$ cat src/sv/smx_pkg.sv
// shared types, opcodes and status codes of the stack machine execute unit
package smx_pkg;

  localparam int unsigned PC_W   = 13;
  localparam int unsigned DATA_W = 32;
  localparam int unsigned OP_W   = 5;
  localparam int unsigned ST_W   = 3;

  localparam int unsigned STACK_DEPTH_DEF = 64;
  localparam int unsigned MEM_WORDS_DEF   = 256;
  localparam int unsigned PROGRAM_MAX_DEF = 4096;

  // opcodes
  localparam logic [OP_W-1:0] OP_LABEL = 5'd0;
  localparam logic [OP_W-1:0] OP_LOAD  = 5'd1;
  localparam logic [OP_W-1:0] OP_LOADI = 5'd2;
  localparam logic [OP_W-1:0] OP_STO   = 5'd3;
  localparam logic [OP_W-1:0] OP_POP   = 5'd4;
  localparam logic [OP_W-1:0] OP_ADD   = 5'd5;
  localparam logic [OP_W-1:0] OP_SUB   = 5'd6;
  localparam logic [OP_W-1:0] OP_MULT  = 5'd7;
  localparam logic [OP_W-1:0] OP_DIV   = 5'd8;
  localparam logic [OP_W-1:0] OP_BR    = 5'd9;
  localparam logic [OP_W-1:0] OP_BRF   = 5'd10;
  localparam logic [OP_W-1:0] OP_EQ    = 5'd11;
  localparam logic [OP_W-1:0] OP_NOTEQ = 5'd12;
  localparam logic [OP_W-1:0] OP_GT    = 5'd13;
  localparam logic [OP_W-1:0] OP_LES   = 5'd14;
  localparam logic [OP_W-1:0] OP_GE    = 5'd15;
  localparam logic [OP_W-1:0] OP_LE    = 5'd16;
  localparam logic [OP_W-1:0] OP_AND   = 5'd17;
  localparam logic [OP_W-1:0] OP_OR    = 5'd18;
  localparam logic [OP_W-1:0] OP_NOT   = 5'd19;
  localparam logic [OP_W-1:0] OP_IN    = 5'd20;
  localparam logic [OP_W-1:0] OP_OUT   = 5'd21;
  localparam logic [OP_W-1:0] OP_STOP  = 5'd22;

  // status codes
  localparam logic [ST_W-1:0] ST_OK      = 3'd0;
  localparam logic [ST_W-1:0] ST_STOPPED = 3'd1;
  localparam logic [ST_W-1:0] ST_UNKNOWN = 3'd2;
  localparam logic [ST_W-1:0] ST_UNDER   = 3'd3;
  localparam logic [ST_W-1:0] ST_OVER    = 3'd4;
  localparam logic [ST_W-1:0] ST_DIVZ    = 3'd5;
  localparam logic [ST_W-1:0] ST_ADDR    = 3'd6;

  typedef struct packed {
    logic [OP_W-1:0]          req_type;
    logic signed [DATA_W-1:0] operand;
    logic signed [DATA_W-1:0] in_value;
  } req_t;

  typedef struct packed {
    logic [PC_W-1:0]          next_pc;
    logic                     out_valid;
    logic signed [DATA_W-1:0] out_value;
    logic [ST_W-1:0]          status;
    logic                     running;
  } rsp_t;

  // classification done by the front end
  typedef struct packed {
    logic unknown;
    logic need_one;
    logic binop;
    logic push;
    logic addr_ok;
  } cls_t;

  typedef struct packed {
    req_t req;
    cls_t cls;
  } qent_t;

endpackage

$ cat src/sv/smx_if.sv
// valid/ready channels for instruction words and result words
interface smx_req_if;
  logic          valid;
  logic          ready;
  smx_pkg::req_t data;
  modport source (output valid, output data, input ready);
  modport sink (input valid, input data, output ready);
endinterface


$ cat src/sv/smx_front.sv
// front end: accepts instruction words, classifies them, two-entry queue
module smx_front #(
  parameter int unsigned MEM_WORDS = smx_pkg::MEM_WORDS_DEF
) (
  input  logic           clk_i,
  input  logic           rst_ni,
  smx_req_if.sink        req_i,
  output smx_pkg::qent_t q_data_o,
  output logic           q_valid_o,
  input  logic           q_pop_i
);

  smx_pkg::cls_t  cls;
  smx_pkg::qent_t ent_q [2];
  logic           wr_ptr_q, rd_ptr_q;
  logic [1:0]     cnt_q;
  logic           push_en, pop_en;
  logic [smx_pkg::OP_W-1:0] op;

  assign op = req_i.data.req_type;

  always_comb begin
    cls.unknown  = (op > smx_pkg::OP_STOP);
    cls.need_one = (op == smx_pkg::OP_POP) || (op == smx_pkg::OP_STO) ||
                   (op == smx_pkg::OP_BRF) || (op == smx_pkg::OP_NOT) ||
                   (op == smx_pkg::OP_OUT);
    cls.binop    = ((op >= smx_pkg::OP_ADD) && (op <= smx_pkg::OP_DIV)) ||
                   ((op >= smx_pkg::OP_EQ) && (op <= smx_pkg::OP_OR));
    cls.push     = (op == smx_pkg::OP_LOAD) || (op == smx_pkg::OP_LOADI) ||
                   (op == smx_pkg::OP_IN);
    cls.addr_ok  = !req_i.data.operand[31] &&
                   ($unsigned(req_i.data.operand) < 32'(MEM_WORDS));
  end

  assign req_i.ready = (cnt_q != 2'd2);
  assign push_en     = req_i.valid && req_i.ready;
  assign pop_en      = q_pop_i && (cnt_q != 2'd0);
  assign q_valid_o   = (cnt_q != 2'd0);
  assign q_data_o    = ent_q[rd_ptr_q];

  always_ff @(posedge clk_i) begin
    if (push_en) begin
      ent_q[wr_ptr_q] <= '{req: req_i.data, cls: cls};
    end
  end

  always_ff @(posedge clk_i or negedge rst_ni) begin
    if (!rst_ni) begin
      wr_ptr_q <= 1'b0;
      rd_ptr_q <= 1'b0;
      cnt_q    <= 2'd0;
    end else begin
      if (push_en) wr_ptr_q <= !wr_ptr_q;
      if (pop_en) rd_ptr_q <= !rd_ptr_q;
      cnt_q <= cnt_q + {1'b0, push_en} - {1'b0, pop_en};
    end
  end

endmodule

$ cat src/flat_wrapper.sv
// flat-port wrapper written by rule: the top's interface ports become plain ports
module smx_front_flat 
#(
  parameter int unsigned MEM_WORDS = smx_pkg::MEM_WORDS_DEF
)
  (clk_i, rst_ni, q_data_o, q_valid_o, q_pop_i, req_i_valid, req_i_data, req_i_ready);
  smx_req_if req_i_i ();
  input  logic clk_i;
  input  logic rst_ni;
  output smx_pkg::qent_t q_data_o;
  output logic q_valid_o;
  input  logic q_pop_i;
  input wire logic [$bits(req_i_i.valid)-1:0] req_i_valid;
  input wire logic [$bits(req_i_i.data)-1:0] req_i_data;
  output wire logic [$bits(req_i_i.ready)-1:0] req_i_ready;
  assign req_i_i.valid = req_i_valid;
  assign req_i_i.data = req_i_data;
  assign req_i_ready = req_i_i.ready;
  smx_front #(.MEM_WORDS(MEM_WORDS)) u_core (.clk_i(clk_i), .rst_ni(rst_ni), .req_i(req_i_i), .q_data_o(q_data_o), .q_valid_o(q_valid_o), .q_pop_i(q_pop_i));
endmodule
$ cat config.mk
export PLATFORM = sky130hd
export DESIGN_NAME = smx_front_flat
export DESIGN_NICKNAME = d
export VERILOG_FILES = /design/src/sv/smx_pkg.sv /design/src/sv/smx_if.sv /design/src/sv/smx_front.sv /design/src/flat_wrapper.sv
export SDC_FILE = /design/constraint.sdc
export NUM_CORES = 1
export LEC_CHECK = 0
export ABC_AREA = 1
export BUFFER_PORTS_ARGS = -buffer_cell sky130_fd_sc_hd__buf_2
export CAP_MARGIN = 10
export CORE_MARGIN = 2
export CORE_UTILIZATION = 53
export CTS_CLUSTER_SIZE = 10
export DETAILED_ROUTE_END_ITERATION = 10
export PLACE_DENSITY = 0.8
export SLEW_MARGIN = 10
export SYNTH_ARGS = -nofsm -noshare
export SYNTH_HDL_FRONTEND = slang
export SYNTH_SLANG_ARGS = --single-unit
$ cat constraint.sdc
create_clock -name clk_i -period 5.8 [get_ports clk_i]
set_input_delay 0.29 -clock clk_i [delete_from_list [all_inputs] [get_ports clk_i]]
set_output_delay 0.29 -clock clk_i [all_outputs]
set_load 0.02 [all_outputs]
# Yosys cells after proc, flatten, opt, wreduce, memory -nomap -nowiden
# Memory sizes are Yosys's and may differ from the RTL's.
# Index checks and enable logic that the tools add are counted.
op_classes:
  n_addsub: 2
  magnitude_cmp: 6
  n_eq_ne: 9
  muxes: 2
  n_reduce_logical: 16
ops:
  columns: ["op", "count"]
  rows:
  - ["$lt A32 B9 Y1 const B", 1]
  - ["$eq A5 B5 Y1 const B", 3]
  - ["$eq A5 B2 Y1 const B", 2]
  - ["$logic_or A1 B1 Y1", 7]
  - ["$eq A5 B1 Y1 const B", 1]
  - ["$eq A5 B3 Y1 const B", 1]
  - ["$eq A5 B4 Y1 const B", 1]
  - ["$ge A5 B3 Y1 const B", 1]
  - ["$ge A5 B4 Y1 const B", 1]
  - ["$gt A5 B5 Y1 const B", 1]
  - ["$le A5 B4 Y1 const B", 1]
  - ["$le A5 B5 Y1 const B", 1]
  - ["$logic_and A1 B1 Y1", 5]
  - ["$logic_not A1 Y1", 3]
  - ["$add A2 B1 Y2", 1]
  - ["$mux W1", 2]
  - ["$ne A2 B2 Y1 const B", 1]
  - ["$reduce_bool A2 Y1", 1]
  - ["$sub A2 B1 Y2", 1]
word_totals:
  register_bits: 4
  ramBits: 148
  input_bits: 73
  out_inout_bits: 76
  mem_count: 1
mem_list:
  columns: ["name", "words", "word_bits", "rd", "rd_clocked_by_memory_dff", "wr", "line_no", "text"]
  rows:
  - ["u_core.ent_q", 2, 74, 1, 0, 1, "smx_front.sv:14", "smx_pkg::qent_t ent_q [2];"]

# Longest topological paths before layout
# Gate-level depths: netlist of the first run.
logic_depth:
  depth_word: 5
  mapped_depth: 9
  ltp_nobuf: 9

# Worst setup path before layout of the first run
# No wires, ideal clock.
synth_timing:
  path_type: "reg2reg"
  startpoint: "register u_core.cnt_q[1]"
  endpoint: "memory u_core.ent_q[1][0] (netlist bit) (enable)"
  setup_ns: 0.508
  arrival_time_ns: 3.789
  required_time_ns: 5.292
  setup_slack_ns: 1.503
  stages_incl_launch_ff: 4
  period_less_slack_ns: 4.297
  cell_sequence: "dfrtp_1 -> nand2_1 -> nand2_1 -> nor2_1"
synth_between:
  elab_chain_cells: 4
synth_lines:
  columns: ["item", "line_no", "text"]
  rows:
  - ["start, declared", "smx_front.sv:16", "logic [1:0] cnt_q;"]
  - ["start signal, assigned", "smx_front.sv:55", "cnt_q <= cnt_q + {1'b0, push_en} - {1'b0, pop_en};"]
  - ["$ne A2 B2 Y1", "smx_front.sv:35", "assign req_i.ready = (cnt_q != 2'd2);"]
  - ["via req_i_ready", "flat_wrapper.sv:15", "output wire logic [$bits(req_i_i.ready)-1:0] req_i_ready;"]
  - ["$logic_and A1 B1 Y1", "smx_front.sv:36", "assign push_en = req_i.valid && req_i.ready;"]
  - ["$mux W1", "smx_front.sv:42", "if (push_en) begin"]
  - ["$mux W1 (implied by the code)", "smx_front.sv:43", "ent_q[wr_ptr_q] <= '{req: req_i.data, cls: cls};"]
  - ["end, declared", "smx_front.sv:14", null]
# The timed path passes the listed nets, and every way through them passes these cells.

==> qor.json, run 1 <==
{
  "clk_transition_reported_paths_ns": 0.06,
  "clock_insertion_delay_worst_skew_ns": 0.52,
  "die_height_um": 109,
  "synth_sequential_area_ratio_pct": 77.9,
  "router_iterations_before_antenna_repair": 5,
  "postCtsSetupRepairBufs": 0,
  "design.core.area_sq_mm": 0.0108,
  "irDropWorstVdd_mv": 0.366,
  "power_density_mw_per_mm2": 508,
  "hpwl_dp_um": 6980,
  "start_kind": "register",
  "floorplan.die.width_um": 109,
  "f_max_mhz": 387,
  "postcts_resize_cnt": 0,
  "totalWireLength_um": 12400,
  "cpMostUsedCell": "sky130_fd_sc_hd__nand2_1",
  "crit_path_launch": "u_core.rd_ptr_q",
  "cp.depth": 5,
  "placement.cell_area_sq_mm": 0.00668,
  "cts_hold_buffers": 67,
  "run_status": "completed",
  "synth.mux.area_fraction_pct": 0,
  "yosysMostFrequentCell": "sky130_fd_sc_hd__nand2_1",
  "synth_common_cells": "sky130_fd_sc_hd__nand2_1 (246), sky130_fd_sc_hd__edfxtp_1 (148), sky130_fd_sc_hd__nor2_1 (27), sky130_fd_sc_hd__buf_4 (13), sky130_fd_sc_hd__inv_1 (13)",
  "cpMaxStageDelayCell": "sky130_fd_sc_hd__buf_4",
  "tritoncts_num_sinks": 152,
  "synth_area_leader_cell": "sky130_fd_sc_hd__edfxtp_1",
  "max_cap_violations": 0,
  "maximum_number_of_pins_on_one_net_before_global_route_repair": 75,
  "post_synth_inst_count": 468,
  "yosys_warnings": 0,
  "critical_path.top_delay_family": "buffers and inverters",
  "fin_setup_tns_ns": 0,
  "worst-setup-path-type": "reg2out",
  "netlist_area_before_placement_sq_mm": 0.00583,
  "syn-num-nets": 543,
  "post_synth_and_or_nand_nor_area_fraction_pct": 18.1,
  "crit_buf_inv": 3,
  "port_buffers": 148,
  "post_route_cells_drive_above_1_share_pct": 26.9,
  "gr-usage-all-layers_pct": 22.2,
  "leakagePower_nw": 3.44,
  "report.power.total_w": 0.00403,
  "antennaDiodeCount": 0,
  "end_kind": "output port",
  "setup_viol": 0,
  "routedWlPerCell_um": 14.8,
  "place.gp.congestion": 0.800,
  "ys_seq_elements": 152,
  "rr_worst_depth": 4,
  "cts.root.buffer_cell": "sky130_fd_sc_hd__clkbuf_8",
  "critical_path.cell_chain": "inv_2 > buf_4 > nand2_1 > nand2_1 > buf_2",
  "drv_slew": 0,
  "cts_buffers": 17,
  "number_of_global_route_vias_before_repair": 4038,
  "worst_hold_startpoint": "req_i_data[64]",
  "cts_buffer_depth": 2,
  "finish.net_count": 765,
  "min_delay_path_depth": 1,
  "flow.area_growth_from_synthesis_pct": 36.2,
  "synth_xor_xnor_area_share_pct": 0.451,
  "final_hold_viol_count": 0,
  "synth_adder_area_share_pct": 0.429,
  "timing.critical_path.fanout_max": 39,
  "detailedRoute.firstIterationViolations": 315,
  "grt_antenna_before_repair": 0,
  "layout.filler_cells": 680,
  "grt_setup_unrepaired": "false",
  "synth_top_area_share_pct": 76.2,
  "worst_r2r_startpoint": "u_core.cnt_q[1]",
  "worst_ep_arrival_time_ns": 2.29,
  "post_route_cell_area_sq_mm": 0.00794,
  "cp.required_ns": 5.51,
  "routed-wl-met3_um": 770,
  "design.die.area_sq_mm": 0.0119,
  "max_slew_margin_pct": 30.3,
  "wl_met1_um": 4850,
  "post_synth.cell_area_avg_sq_um": 12.5,
  "post_synth_num_cell_types": 18,
  "cts_tree": "done",
  "dpl_worst_slack_ns": 3.35,
  "hold_class": "in2reg",
  "cpPeakStageDelay_ns": 0.50,
  "grt_remaining_overflow": 0,
  "core.rowCount": 38,
  "setup_ws_ns": 3.22,
  "highest_layer": "met4",
  "synthArstFlopShare_pct": 2.63,
  "post_synth_edffs": 148,
  "yosys_most_used_dff": "sky130_fd_sc_hd__edfxtp_1",
  "synth-compound-area-share_pct": 0.300,
  "start_util_pct": 54.0,
  "cts.htree.levels": 4,
  "synth.top_cells.by_area": "sky130_fd_sc_hd__edfxtp_1 (76%), sky130_fd_sc_hd__nand2_1 (16%), sky130_fd_sc_hd__nor2_1 (1.7%), sky130_fd_sc_hd__dfrtp_1 (1.7%), sky130_fd_sc_hd__buf_4 (1.7%)",
  "grt_first_pass_wirelength_um": 19300,
  "combinational_family_with_the_most_area_after_synthesis": "simple AND/OR/NAND/NOR gates",
  "route.vias.total": 4181,
  "ant_nets": 0,
  "final.setup_skew_ns": 0.00624,
  "layout_worst_path_cycle_share_pct": 44.6,
  "route.met2.wl_um": 6430,
  "pin_count": 149,
  "drc": 0,
  "slew_at_the_pin_with_the_worst_max_slew_slack_ns": 1.04,
  "period_minus_slack_ns": 2.58,
  "vias_per_cell": 4.96
}
[registers in the layout, summed over array words and instances (netlist names)]
signal / flops
u_core.cnt_q: 2
u_core.ent_q: 148
u_core.rd_ptr_q: 1
u_core.wr_ptr_q: 1
[metal layers]
| layer | GRT usage, % | vias up |
|---|---|---|
| met5 | 0 | - |
| met4 | 10.7 | 0 |
| met3 | 5.20 | 36 |
| met2 | 37.4 | 185 |
| met1 | 27.0 | 1956 |
| li1 | - | 2004 |
[cells by family (layout without fill, tap and decap cells)]
kind of cell	count (synthesis)	in the layout
adders and majority gates	2	2
DFF	152	152
xor gates and xnor gates	3	3
AOI/OAI and AO/OA	3	3
buffers and inverters	30	265
and+or+nand+nor	278	278
[cell type report]
class                      count  area [sq um]  area share [%]
tap                          140           175            2.21
inverter                      14          52.6           0.662
timing repair buffer         219          1440            18.2
multi-input combinational    286          1140            14.3
sequential                   152          4550            57.2
clock inverter                13           148            1.86
clock buffer                  19           442            5.56
[cell usage in the layout, fill, tap and decap left out, types with 3 or more instances in the layout]
cell,instances
sky130_fd_sc_hd__nor2_1,25
sky130_fd_sc_hd__edfxtp_1,148
sky130_fd_sc_hd__buf_2,148
sky130_fd_sc_hd__dfrtp_1,3
sky130_fd_sc_hd__clkinvlp_4,7
sky130_fd_sc_hd__inv_1,13
sky130_fd_sc_hd__clkbuf_16,16
sky130_fd_sc_hd__nand2_1,246
sky130_fd_sc_hd__buf_4,4
sky130_fd_sc_hd__clkbuf_8,3
sky130_fd_sc_hd__clkinv_4,3
sky130_fd_sc_hd__dlygate4sd3_1,67
[stage by stage]
stage                     hold slack (ns)  util (%)  cells
after detailed placement            0.101      61.9    744
after global placement             0.0989      61.9    744
after floorplan                  -0.00559         -    468
final                              0.0280      73.6    843
after CTS                         0.00307      73.6    843
after global routing               0.0137      73.6    843
[power by group]
group	leakage (nW)	internal [W]	switching [W]
Clock	0.265	0.000637	0.000425
Sequential	1.42	0.00150	0.0000601
Combinational	1.76	0.000394	0.00101
Total	3.44	0.00253	0.00150
[worst register-to-register path, stage by stage, from the launching register on]
cell                      delay [ns]
sky130_fd_sc_hd__dfrtp_1        0.39
sky130_fd_sc_hd__nand2_1        0.09
sky130_fd_sc_hd__nand2_1        0.15
sky130_fd_sc_hd__nor2_4         0.82
sky130_fd_sc_hd__buf_4          0.61
[final timing paths]
path | to | slack (ns)
max | q_data_o[69] | 3.22
min | u_core.ent_q[1][69] | 0.03
max reg2reg | u_core.ent_q[1][55] | 3.36
min reg2reg | u_core.cnt_q[1] | 0.59
max in group asynchronous | u_core.rd_ptr_q | 5.57
min in group asynchronous | u_core.cnt_q[1] | 0.10
No activity file was read; power rests on OpenSTA's default activity.
==> inputs of run 2 (changes only) <==
==> constraint.sdc (replaced) <==
create_clock -name clk_i -period 2.4 [get_ports clk_i]
set_input_delay 0.12 -clock clk_i [delete_from_list [all_inputs] [get_ports clk_i]]
set_output_delay 0.12 -clock clk_i [all_outputs]
set_load 0.02 [all_outputs]
==> run 2 against run 1 <==
- final cell count rose by 1.2%
- non-clock buffer count grew 7
- flip-flop and latch count is the same
- highest routed layer unchanged
- final area increased by 0.68%
==> qor.json, run 2 (synthesis gave the netlist of run 1 again) <==
{
  "run_status": "completed",
  "cts.root.buffer_cell": "sky130_fd_sc_hd__clkbuf_8",
  "max_cap_violations": {"value": 0, "change": "unchanged"},
  "maximum_number_of_pins_on_one_net_before_global_route_repair": {"value": 75, "change": "unchanged"},
  "number_of_flip_flops_in_the_largest_register": {"value": 148, "change": "unchanged"},
  "layout_common_cells": "sky130_fd_sc_hd__nand2_1 (246), sky130_fd_sc_hd__buf_2 (148), sky130_fd_sc_hd__edfxtp_1 (148), sky130_fd_sc_hd__dlygate4sd3_1 (72), sky130_fd_sc_hd__nor2_1 (25)",
  "grt_setup_unrepaired": "false",
  "setup_viol": {"value": 0, "change": "unchanged"},
  "cts_tree": "done",
  "final.setup_skew": {"value": 0.00548, "unit": "ns", "change": "-0.000759 ns"},
  "place.gp.congestion": {"value": 0.864, "change": "+7.9%"},
  "stdcell_count": {"value": 853, "change": "+1.2%"},
  "start_kind": "register",
  "worst_ep_arrival_time": {"value": 1.97, "unit": "ns", "change": "-0.32 ns"},
  "globalRoute.busiestLayer": "met2",
  "hpwl_dp": {"value": 7340, "unit": "um", "change": "+5.1%"},
  "port_buffers": {"value": 148, "change": "unchanged"},
  "pin_count": {"value": 149, "change": "unchanged"},
  "route.vias.total": {"value": 4216, "change": "+0.84%"},
  "slew_at_the_pin_with_the_worst_max_slew_slack": {"value": 0.759, "unit": "ns", "change": "-0.284 ns"},
  "grt_remaining_overflow": {"value": 0, "change": "unchanged"},
  "ant_nets": {"value": 0, "change": "unchanged"},
  "globalRouteMet2Util": {"value": 38.1, "unit": "%", "change": "+0.62 points"},
  "gr-usage-all-layers": {"value": 22.4, "unit": "%", "change": "+0.22 points"},
  "r2r_setup_slack": {"value": 0.79, "unit": "ns", "change": "-2.57 ns"},
  "cp.required": {"value": 2.28, "unit": "ns", "change": "-3.23 ns"},
  "worst_r2r_startpoint": "u_core.cnt_q[1]",
  "place_inst": {"value": 746, "change": "+0.27%"},
  "cts_buffers": {"value": 17, "change": "unchanged"},
  "totalWireLength": {"value": 12800, "unit": "um", "change": "+2.9%"},
  "final_hold_viol_count": {"value": 0, "change": "unchanged"},
  "power_density": {"value": 1210, "unit": "mW/mm^2", "change": "+140%"},
  "cts.htree.levels": {"value": 4, "change": "unchanged"},
  "min_delay_path_depth": {"value": 5, "change": "+4"},
  "die_height": {"value": 109, "unit": "um", "change": "unchanged"},
  "max_slew_margin": {"value": 49.4, "unit": "%", "change": "+19 points"},
  "largest-register": "u_core.ent_q",
  "report.power.total": {"value": 0.00968, "unit": "W", "change": "+140%"},
  "routedWlPerCell": {"value": 15.0, "unit": "um", "change": "+1.7%"},
  "holdPathEnd": "u_core.wr_ptr_q",
  "leakagePower": {"value": 3.48, "unit": "nW", "change": "+1.0%"},
  "f_max_mhz": 478,
  "worst_hold_startpoint": "req_i_valid",
  "flow.area_growth_from_synthesis_pct": 37.1,
  "post_route_cells_drive_above_1_share": {"value": 26.2, "unit": "%", "change": "-0.69 points"},
  "layout.filler_cells": {"value": 699, "change": "+2.8%"},
  "rr_worst_depth": {"value": 9, "change": "+5"},
  "clk_transition_reported_paths": {"value": 0.06, "unit": "ns", "change": "about the same"},
  "period_minus_slack_ns": 2.09,
  "floorplan.die.width": {"value": 109, "unit": "um", "change": "unchanged"},
  "postcts_resize_cnt": {"value": 0, "change": "unchanged"},
  "layout_worst_path_cycle_share_pct": 87.2,
  "timing.critical_path.fanout_max": {"value": 74, "change": "+90%"},
  "irDropWorstVdd": {"value": 1.08, "unit": "mV", "change": "+190%"},
  "grt_antenna_before_repair": {"value": 2, "change": "+2"},
  "drc": {"value": 0, "change": "unchanged"},
  "core.rowCount": {"value": 38, "change": "unchanged"},
  "clock_insertion_delay_worst_skew": {"value": 0.52, "unit": "ns", "change": "about the same"},
  "fin_setup_tns": {"value": 0, "unit": "ns", "change": "unchanged"},
  "largest_registers": "u_core.ent_q x148, u_core.cnt_q x2",
  "router_iterations_before_antenna_repair": {"value": 5, "change": "unchanged"},
  "drv_slew": {"value": 0, "change": "unchanged"},
  "seq_area": {"value": 0.00455, "unit": "sq mm", "change": "unchanged"},
  "hold_class": "in2reg",
  "global_route.usage.met3": {"value": 5.32, "unit": "%", "change": "+0.12 points"},
  "met1_demand_to_capacity_share_in_global_routing": {"value": 25.7, "unit": "%", "change": "-1.2 points"},
  "design.die.area": {"value": 0.0119, "unit": "sq mm", "change": "unchanged"},
  "layout_commonest_cell": "sky130_fd_sc_hd__nand2_1",
  "final_core_utilization": {"value": 74.1, "unit": "%", "change": "+0.50 points"},
  "tritoncts_num_sinks": {"value": 152, "change": "unchanged"},
  "cts_buffer_depth": {"value": 2, "change": "unchanged"},
  "worst-setup-path-type": "reg2out",
  "grt_first_pass_wirelength": {"value": 19700, "unit": "um", "change": "+2.1%"},
  "end_kind": "output port",
  "design.core.area": {"value": 0.0108, "unit": "sq mm", "change": "unchanged"},
  "r2r-end": "u_core.cnt_q[1]",
  "vias_per_cell": {"value": 4.94, "change": "-0.35%"},
  "start_util": {"value": 54.0, "unit": "%", "change": "unchanged"},
  "number_of_global_route_vias_before_repair": {"value": 4149, "change": "+2.7%"},
  "detailedRoute.firstIterationViolations": {"value": 254, "change": "-19%"},
  "finish.net_count": {"value": 772, "change": "+0.92%"},
  "multi_input_area": {"value": 0.00114, "unit": "sq mm", "change": "unchanged"}
}
-- run 2: final cells by class --
class	instances	share of cell area [%]
Clock buffer	24	5.76
Inverter	14	0.657
Sequential cell	152	56.9
Antenna cell	3	0.0939
Tap cell	140	2.19
Multi-Input combinational cell	286	14.2
Timing Repair Buffer	226	19.0
Clock inverter	8	1.22
-- run 2: repair_timing --
item | in CTS | in global routing
setup buffers | 0 | 0
endpoints found under the hold margin | 143 | 0
hold buffers | 72 | 0
-- run 2: routing by layer --
layer  routed length [um]  share of wire (%)  vias up
li1                     -                  -     2019
met4                  501                3.9        0
met2                 6670                 52      176
met1                 4930                 39     1981
met3                  696                5.4       40
met5                    0                  0        -
-- run 2: where the power goes --
part / internal (W) / leakage, nW / total [W] / switching, W
logic: 0.000989 / 1.79 / 0.00342 / 0.00243
registers: 0.00363 / 1.42 / 0.00378 / 0.000149
clock network: 0.00153 / 0.265 / 0.00248 / 0.000955
-- run 2: worst max path at each step --
stage	from	to	slack (ns)	depth (start not counted)
floorplan	u_core.cnt_q[1]	u_core.ent_q[1][0]	-0.67	3
global placement	u_core.cnt_q[1]	u_core.ent_q[1][44]	0.87	4
detailed placement	u_core.cnt_q[1]	u_core.cnt_q[1]	0.80	9
CTS	u_core.rd_ptr_q	q_data_o[46]	0.27	4
global route	u_core.rd_ptr_q	q_data_o[12]	0.16	4
finish	u_core.rd_ptr_q	q_data_o[12]	0.31	4
-- run 2: critical path, cell delays in order, from the launching register on --
cell and delay (ns):
sky130_fd_sc_hd__dfrtp_2 0.37, sky130_fd_sc_hd__buf_4 0.61, sky130_fd_sc_hd__nand2_1 0.16, sky130_fd_sc_hd__nand2_1 0.11
sky130_fd_sc_hd__buf_2 0.16
-- run 2: through the flow --
step,area [sq um],hold slack [ns],setup WS (ns)
2_1_floorplan,5840,-0.176,-0.666
3_3_place_gp,6710,-0.0719,0.872
6_report,8000,0.0990,0.306
5_1_grt,7990,0.105,0.159
4_1_cts,7990,0.0806,0.272
3_5_place_dp,6710,-0.0631,0.803
==> inputs of run 3 (changes only) <==
==> constraint.sdc (replaced) <==
create_clock -name clk_i -period 2.4 [get_ports clk_i]
set_input_delay 0.24 -clock clk_i [delete_from_list [all_inputs] [get_ports clk_i]]
set_output_delay 0.24 -clock clk_i [all_outputs]
set_load 0.02 [all_outputs]
==> run 3 against run 2 <==
- critical path type unchanged
- global-route usage shrank 0.42 points
- power is essentially flat
- sequential power is essentially flat
- largest power group unchanged
- clock skew is essentially flat
- highest routed layer unchanged
==> qor.json, run 3 (synthesis gave the netlist of run 1 again) <==
{
  "setup_viol": {"value": 0, "change": "unchanged"},
  "route.vias.total": {"value": 4144, "change": "-1.7%"},
  "cts_buffer_depth": {"value": 2, "change": "unchanged"},
  "clk_transition_reported_paths": {"value": 0.06, "unit": "ns", "change": "about the same"},
  "max_slew_margin": {"value": 47.1, "unit": "%", "change": "-2.4 points"},
  "cts.root.buffer_cell": "sky130_fd_sc_hd__clkbuf_8",
  "maximum_number_of_pins_on_one_net_before_global_route_repair": {"value": 75, "change": "unchanged"},
  "flow.area_growth_from_synthesis_pct": 36.7,
  "layout_commonest_cell": "sky130_fd_sc_hd__nand2_1",
  "place_inst": {"value": 746, "change": "unchanged"},
  "routedWlPerCell": {"value": 14.9, "unit": "um", "change": "-0.69%"},
  "worst-setup-path-type": "reg2out",
  "cts_buffers": {"value": 17, "change": "unchanged"},
  "multi_input_area": {"value": 0.00114, "unit": "sq mm", "change": "unchanged"},
  "drc": {"value": 0, "change": "unchanged"},
  "floorplan.die.width": {"value": 109, "unit": "um", "change": "unchanged"},
  "gr-usage-all-layers": {"value": 22.0, "unit": "%", "change": "-0.42 points"},
  "stdcell_count": {"value": 847, "change": "-0.70%"},
  "final_hold_viol_count": {"value": 0, "change": "unchanged"},
  "vias_per_cell": {"value": 4.89, "change": "-1.0%"},
  "global_route.usage.met3": {"value": 6.75, "unit": "%", "change": "+1.4 points"},
  "layout.filler_cells": {"value": 692, "change": "-1.0%"},
  "slew_at_the_pin_with_the_worst_max_slew_slack": {"value": 0.794, "unit": "ns", "change": "+0.0354 ns"},
  "clock_insertion_delay_worst_skew": {"value": 0.52, "unit": "ns", "change": "about the same"},
  "end_kind": "output port",
  "power_density": {"value": 1210, "unit": "mW/mm^2", "change": "+0.31%"},
  "grt_first_pass_wirelength": {"value": 19200, "unit": "um", "change": "-2.3%"},
  "tritoncts_num_sinks": {"value": 152, "change": "unchanged"},
  "largest-register": "u_core.ent_q",
  "detailedRoute.firstIterationViolations": {"value": 374, "change": "+47%"},
  "hpwl_dp": {"value": 7230, "unit": "um", "change": "-1.4%"},
  "start_kind": "register",
  "seq_area": {"value": 0.00455, "unit": "sq mm", "change": "unchanged"},
  "design.die.area": {"value": 0.0119, "unit": "sq mm", "change": "unchanged"},
  "worst_ep_arrival_time": {"value": 1.98, "unit": "ns", "change": "about the same"},
  "leakagePower": {"value": 3.49, "unit": "nW", "change": "+0.25%"},
  "totalWireLength": {"value": 12600, "unit": "um", "change": "-1.4%"},
  "largest_registers": "u_core.ent_q x148, u_core.cnt_q x2",
  "number_of_global_route_vias_before_repair": {"value": 4108, "change": "-0.99%"},
  "core.rowCount": {"value": 38, "change": "unchanged"},
  "router_iterations_before_antenna_repair": {"value": 5, "change": "unchanged"},
  "layout_common_cells": "sky130_fd_sc_hd__nand2_1 (246), sky130_fd_sc_hd__buf_2 (148), sky130_fd_sc_hd__edfxtp_1 (148), sky130_fd_sc_hd__dlygate4sd3_1 (71), sky130_fd_sc_hd__nor2_1 (25)",
  "pin_count": {"value": 149, "change": "unchanged"},
  "final.setup_skew": {"value": 0.00571, "unit": "ns", "change": "+0.000232 ns"},
  "antennaDiodeCount": {"value": 0, "change": "-3"},
  "whs": {"value": 0.0481, "unit": "ns", "change": "-0.0509 ns"},
  "layout_worst_path_cycle_share": {"value": 92.4, "unit": "%", "change": "+5.1 points"},
  "ant_nets": {"value": 0, "change": "unchanged"},
  "cts.htree.levels": {"value": 4, "change": "unchanged"},
  "met1_demand_to_capacity_share_in_global_routing": {"value": 25.8, "unit": "%", "change": "+0.039 points"},
  "cp.required": {"value": 2.16, "unit": "ns", "change": "-0.12 ns"},
  "period_minus_slack": {"value": 2.22, "unit": "ns", "change": "+0.124 ns"},
  "f_max": {"value": 451, "unit": "MHz", "change": "-5.6%"},
  "postCtsSetupRepairBufs": {"value": 0, "change": "unchanged"},
  "grt_remaining_overflow": {"value": 0, "change": "unchanged"},
  "globalRouteMet2Util": {"value": 38.2, "unit": "%", "change": "+0.13 points"},
  "run_status": "completed",
  "grt_setup_unrepaired": "false",
  "die_height": {"value": 109, "unit": "um", "change": "unchanged"},
  "irDropWorstVdd": {"value": 0.814, "unit": "mV", "change": "-24%"},
  "place.gp.congestion": {"value": 0.820, "change": "-5.1%"},
  "port_buffers": {"value": 148, "change": "unchanged"},
  "cts_tree": "done",
  "timing.critical_path.fanout_max": {"value": 74, "change": "unchanged"},
  "finish.net_count": {"value": 771, "change": "-0.13%"},
  "max_cap_violations": {"value": 0, "change": "unchanged"},
  "drv_slew": {"value": 0, "change": "unchanged"},
  "globalRoute.busiestLayer": "met2",
  "post_route_cells_drive_above_1_share": {"value": 26.2, "unit": "%", "change": "-0.030 points"},
  "grt_antenna_before_repair": {"value": 0, "change": "-2"},
  "hold_class": "in2async",
  "number_of_flip_flops_in_the_largest_register": {"value": 148, "change": "unchanged"},
  "design.core.area": {"value": 0.0108, "unit": "sq mm", "change": "unchanged"},
  "start_util": {"value": 54.0, "unit": "%", "change": "unchanged"}
}
## run 3: cell types whose count changed in the layout (fill, tap and decap cells not counted), sizes merged
cell / change
inv: +1
dlygate4sd3: -1
bufinv: +1
clkbuf: -5
clkinvlp: -3
diode: -3
clkinv: +4
## run 3: timing repair
item,in CTS,in global routing
hold buffers,71,0
gates resized for setup,0,0
setup endpoints to repair,0,0
endpoints found under the hold margin,143,0
## run 3: through the flow
| step | cell area, sq um | util, % | setup WS [ns] | TNS (ns) | total power, W |
|---|---|---|---|---|---|
| 6_report | 7970 | 73.9 | 0.183 | 0 | 0.00968 |
| 2_1_floorplan | 5840 | - | -0.666 | -97.63 | 0.00607 |
| 3_3_place_gp | 6710 | 62.2 | 0.792 | 0 | 0.00706 |
| 4_1_cts | 7970 | 73.9 | 0.197 | 0 | 0.00972 |
| 3_5_place_dp | 6710 | 62.2 | 0.771 | 0 | 0.00713 |
| 5_1_grt | 7970 | 73.9 | 0.0603 | 0 | 0.0102 |
## run 3: area by class of cell
cell class / count / share of cell area, %
repair buffers: 225 / 18.9
inverters: 14 / 0.659
clock buffers: 19 / 5.29
well taps: 140 / 2.20
clock inverters: 11 / 1.65
flip-flops and latches: 152 / 57.0
multi-input cells: 286 / 14.3
## run 3: power by group
group / internal [W] / total [W] / switching (W) / leakage (nW)
clock: 0.00156 / 0.00250 / 0.000944 / 0.276
combinational: 0.000990 / 0.00341 / 0.00242 / 1.79
sequential: 0.00363 / 0.00378 / 0.000149 / 1.42
total: 0.00618 / 0.00968 / 0.00351 / 3.49
## run 3: per-layer routing
metal  wire length (um)  vias to the layer above
met5                  0                        -
li1                   -                     2006
met3                803                       25
met1               4840                     1943
met2               6730                      170
met4                238                        0
## run 3: worst max-delay path: stages, from the launching register on
cell and delay (ns):
sky130_fd_sc_hd__dfrtp_2 0.36, sky130_fd_sc_hd__buf_4 0.59, sky130_fd_sc_hd__nand2_1 0.14, sky130_fd_sc_hd__nand2_1 0.11
sky130_fd_sc_hd__buf_2 0.17
## run 3: path summary, 6_finish.rpt
check                      cells after the start             endpoint  slack, ns             from
setup / recovery                               4         q_data_o[45]       0.18  u_core.rd_ptr_q
hold / removal                                 2      u_core.cnt_q[1]       0.05           rst_ni
setup reg to reg                               5  u_core.ent_q[0][64]       0.77  u_core.cnt_q[0]
hold reg to reg                                2      u_core.cnt_q[1]       0.58  u_core.cnt_q[1]
max in group asynchronous                      2      u_core.rd_ptr_q       2.22           rst_ni
min in group clk_i                             4      u_core.cnt_q[0]       0.24      req_i_valid
